<file path="config.mk">
export PLATFORM = sky130hd
export DESIGN_NAME = ptl_front
export DESIGN_NICKNAME = d
export VERILOG_FILES = /design/src/ptl_front.sv
export SDC_FILE = /design/constraint.sdc
export NUM_CORES = 1
export LEC_CHECK = 0
export ABC_AREA = 1
export ABC_CLOCK_PERIOD_IN_PS = 4800
export CORE_UTILIZATION = 45
export CTS_BUF_LIST = sky130_fd_sc_hd__clkbuf_8
export DETAILED_ROUTE_END_ITERATION = 10
export DONT_BUFFER_PORTS = 1
export GPL_ROUTABILITY_DRIVEN = 0
export PLACE_DENSITY = 0.63
export SLEW_MARGIN = 20
export SYNTH_ARGS = -nofsm -noshare
export SYNTH_HDL_FRONTEND = slang
export SYNTH_SLANG_ARGS = --single-unit
</file>
<file path="constraint.sdc">
create_clock -name i_clk -period 4.8 [get_ports i_clk]
set_input_delay 0.48 -clock i_clk [delete_from_list [all_inputs] [get_ports i_clk]]
set_output_delay 0.48 -clock i_clk [all_outputs]
set_load 0.02 [all_outputs]
</file>
<file path="src/ptl_front.sv">
// ----------------------------------------------------------------------------
// ptl_front
// Accepts addresses, checks the range and queues each masked address with
// its range-error flag in a two-entry queue for the back end.
// ----------------------------------------------------------------------------
module ptl_front #(
    parameter int VIRT_PAGES = 1024,
    parameter int ADDR_WIDTH = 32
) (
    input  logic                  i_clk,
    input  logic                  i_rst_n,
    input  logic                  i_valid,
    output logic                  o_stall,
    input  logic [31:0]           i_virt_addr,
    input  logic [32:0]           i_space_limit,
    input  logic [4:0]            i_page_shift,
    output logic                  o_q_valid,
    input  logic                  i_q_pop,
    output logic                  o_q_err,
    output logic [31:0]           o_q_addr
);
    logic [1:0]  r_cnt;
    logic        r_rd;
    logic        r_err [2];
    logic [31:0] r_addr [2];
    logic        w_push;
    logic        w_err;
    logic [63:0] w_pnum;
    logic [63:0] w_a64;

    assign o_stall   = (r_cnt == 2'd2);
    assign w_push    = i_valid && !o_stall;
    assign o_q_valid = (r_cnt != 2'd0);
    assign o_q_err   = r_err[r_rd];
    assign o_q_addr  = r_addr[r_rd];

    // classify the address
    always_comb begin
        w_a64  = {32'd0, i_virt_addr} & ((64'd1 << ADDR_WIDTH) - 64'd1);
        w_pnum = w_a64 >> i_page_shift;
        w_err  = (w_a64 >= {31'd0, i_space_limit}) || (w_pnum >= 64'(VIRT_PAGES));
    end

    // queue pointers
    always_ff @(posedge i_clk) begin
        if (!i_rst_n) begin
            r_cnt <= '0;
            r_rd  <= 1'b0;
        end else begin
            r_cnt <= r_cnt + {1'b0, w_push} - {1'b0, i_q_pop};
            if (i_q_pop) begin
                r_rd <= ~r_rd;
            end
        end
    end

    // queue payload
    always_ff @(posedge i_clk) begin
        if (w_push) begin
            r_err[r_rd ^ r_cnt[0]]  <= w_err;
            r_addr[r_rd ^ r_cnt[0]] <= w_a64[31:0];
        end
    end
endmodule

</file>
==> run metrics <==
VDD IR-drop max=0.1722 mV; CTS H-tree depth=3; CTS sink count=70; Final #Nets=between 600 and 700; synth unique cells=29; part of the power in registers=0.489; crit path buf inv count=1; Final min period=2.260 ns; P&R area growth vs syn=5.930%; Switching Fraction=0.3061; leading cell types in the layout, fill and taps excluded=nand2_1, nand3_1, edfxtp_1; GRT overflow=0; overall power=1.624 mW; Mapped Area=4494 um^2; Seq/Total Area, Yosys=0.4588; Fin Clk Skew=approximately 0.012 ns; peak fanout along the critical path=23; Die W=between 100 and 150 um; Max Slew Vio Count=0; Syn Area/Cell=9.007 um^2; initial antenna violation count=0; routed wire length=9374 um; hold crit path type=in -> reg; post-synth top area cell=edfxtp_1; Port Buffers=0; worst-path cell with the longest stage delay=dfxtp_1; post_cts resized=0; # diodes=0; critical path's largest stage delay=0.60 ns; family with the most delay on the worst path=flip-flops; # setup viols final=0; # IOs=between 100 and 150; status=completed; MaxCap Viol Count=0; Clk network pwr share=0.291; via-per-instance ratio=about 5.2; leakage=2.106 nW; max frequency=442.6 MHz; first-pass GRT wire length=~15000 um; Placement Setup Slack=approximately 2.7 ns; cts hold-fix bufs=0; TritonCTS buffer count=9; crit share post-route=0.4707; clk buf depth=2; layout filler cell count=944; layout cell share with drive strength beyond 1=0.1363; Clock transition at path regs=roughly 0.080 ns; combinational power share=0.220; dpl cells=616; Critical Path Sink Type=output port; Reg area=2062 um^2; CTS tree=built; commonest non-fill, non-tap cell in the layout=nand2_1; power density of the placed cells=341.2 nW/um^2; Yosys reg bits=70; post-route insts no fill=632; area occupied by multi-input gates=2115 um^2; Root Buffer=clkbuf_8; post-CTS setup buffer count=0; vias in the first global route=3130; top cell type's share of synthesized area=0.4410; drt first pass iters=5; Worst EP arrival=1.78 ns; row count=36; final setup margin=2.540 ns; total negative slack=0 ns; largest net degree at the start of global routing=34; die area=10390 um^2; Hold Violations, Final=0; Psw=between 400 and 500 uW; syn_nets=between 600 and 700; crit-path cells=buf_4 > mux2_2; drt drc=0; Power Internal=1.127 mW; Detail Route Antenna Nets=0; Rel. slew slack=0.3510; top cells by area, synth=edfxtp_1, nand2_1, ha_1, mux2_2, nand3_1; Initial DRC Count=110; CP required=about 4.3 ns; Via Count=3290; Die H=~100 um; gr usage total=0.1885; Syn Inst Count=499; HPWL after DPL=between 7000 and 8000 um; Routed WL per cell=14.83 um; worst slew pin tran=0.9713 ns; Crit Path Category=reg -> out; RSZ-0062 raised after global routing=false; Ys Warns=0; core area=9729 um^2; Worst-Skew Late Latency=between 0.3 and 0.4 ns; startpoint types=flop; initial core utilization=0.4619
-- worst reg2reg max path, stage by stage, from the launching register on --
cell	delay [ns]
dfxtp_1	0.41
o21ai_0	0.29
nor2_4	0.84
-- path summary, 6_finish.rpt --
kind	cells after the start	slack, ns	to	from
worst max-delay path	2	2.54	o_q_addr[10]	flop
worst min-delay path	0	0.22	r_addr[0][14]	i_virt_addr[14]
worst max register to register	2	2.87	r_addr[1][27]	r_cnt[0]
worst min register to register	2	0.51	r_cnt[1]	r_cnt[1]
-- routing by layer --
| layer | vias to the layer above | GRT usage | wire, um | share of wire |
|---|---|---|---|---|
| met5 | - | 0 | 0 | 0 |
| met4 | 0 | 0.07912 | 199 | 0.021 |
| met3 | 16 | 0.05062 | 523 | 0.056 |
| met2 | 80 | 0.3025 | 4399 | 0.47 |
| met1 | 1515 | 0.2411 | 4251 | 0.45 |
| li1 | 1679 | - | - | - |
-- power by group through the flow --
stage	Clock, mW	Combinational, mW	Sequential (mW)
4_1_cts	0.484	0.362	0.796
6_report	0.472	0.357	0.795
3_5_place_dp	0	0.360	0.810
3_3_place_gp	0	0.353	0.808
2_1_floorplan	0	0.313	0.800
5_1_grt	0.507	0.402	0.804
-- logic make-up after synthesis --
family | after synthesis | share of synthesized area
AND/OR/NAND/NOR | 255 | 0.2492
AO/OA/AOI/OAI | 32 | 0.03675
XOR/XNOR | 2 | 0.003898
multiplexers | 33 | 0.08268
flip-flops | 70 | 0.4588
buffers and inverters | 73 | 0.07405
adder cells (fa/ha/maj) | 34 | 0.09466
-- final cells by class --
class | count | area share
Multi-Input combinational cell | 356 | 0.4442
Sequential cell | 70 | 0.4331
Inverter | 56 | 0.04468
Tap cell | 133 | 0.03495
Clock buffer | 9 | 0.02602
Clock inverter | 7 | 0.01551
Timing Repair Buffer | 1 | 0.001577
-- flip-flops by register name, indices dropped and copies added, names as in the netlist, named ones only --
signal and cells:
r_addr 64, r_cnt 2, r_err 2, r_rd 1
-- through the flow --
stage	utilization	area [um^2]	hold WS (ns)
6_report	0.4893	4761	0.2175
4_1_cts	0.4893	4761	0.1981
3_3_place_gp	0.4690	4563	0.4831
5_1_grt	0.4893	4761	0.1928
3_5_place_dp	0.4690	4563	0.5054
2_1_floorplan	-	4494	0.4684
-- Yosys cell counts --
cell      count
nand2_1     138
nand3_1      74
edfxtp_1     66
inv_1        53
ha_1         34
mux2_2       33
nor2_1       24
a21oi_1      16
buf_2        11
o21ai_0      10
nand2_2       7
dfxtp_1       4
nand4_1       4
buf_6         3
nand3_2       3
o21ai_1       3
nand2_4       2
or2_2         2
xnor2_1       2
a31oi_1       1
buf_12        1
buf_4         1
clkbuf_1      1
clkinv_1      1
inv_2         1
inv_4         1
nand3b_1      1
o21a_1        1
o22ai_1       1
(Power assumes the default switching activity.)
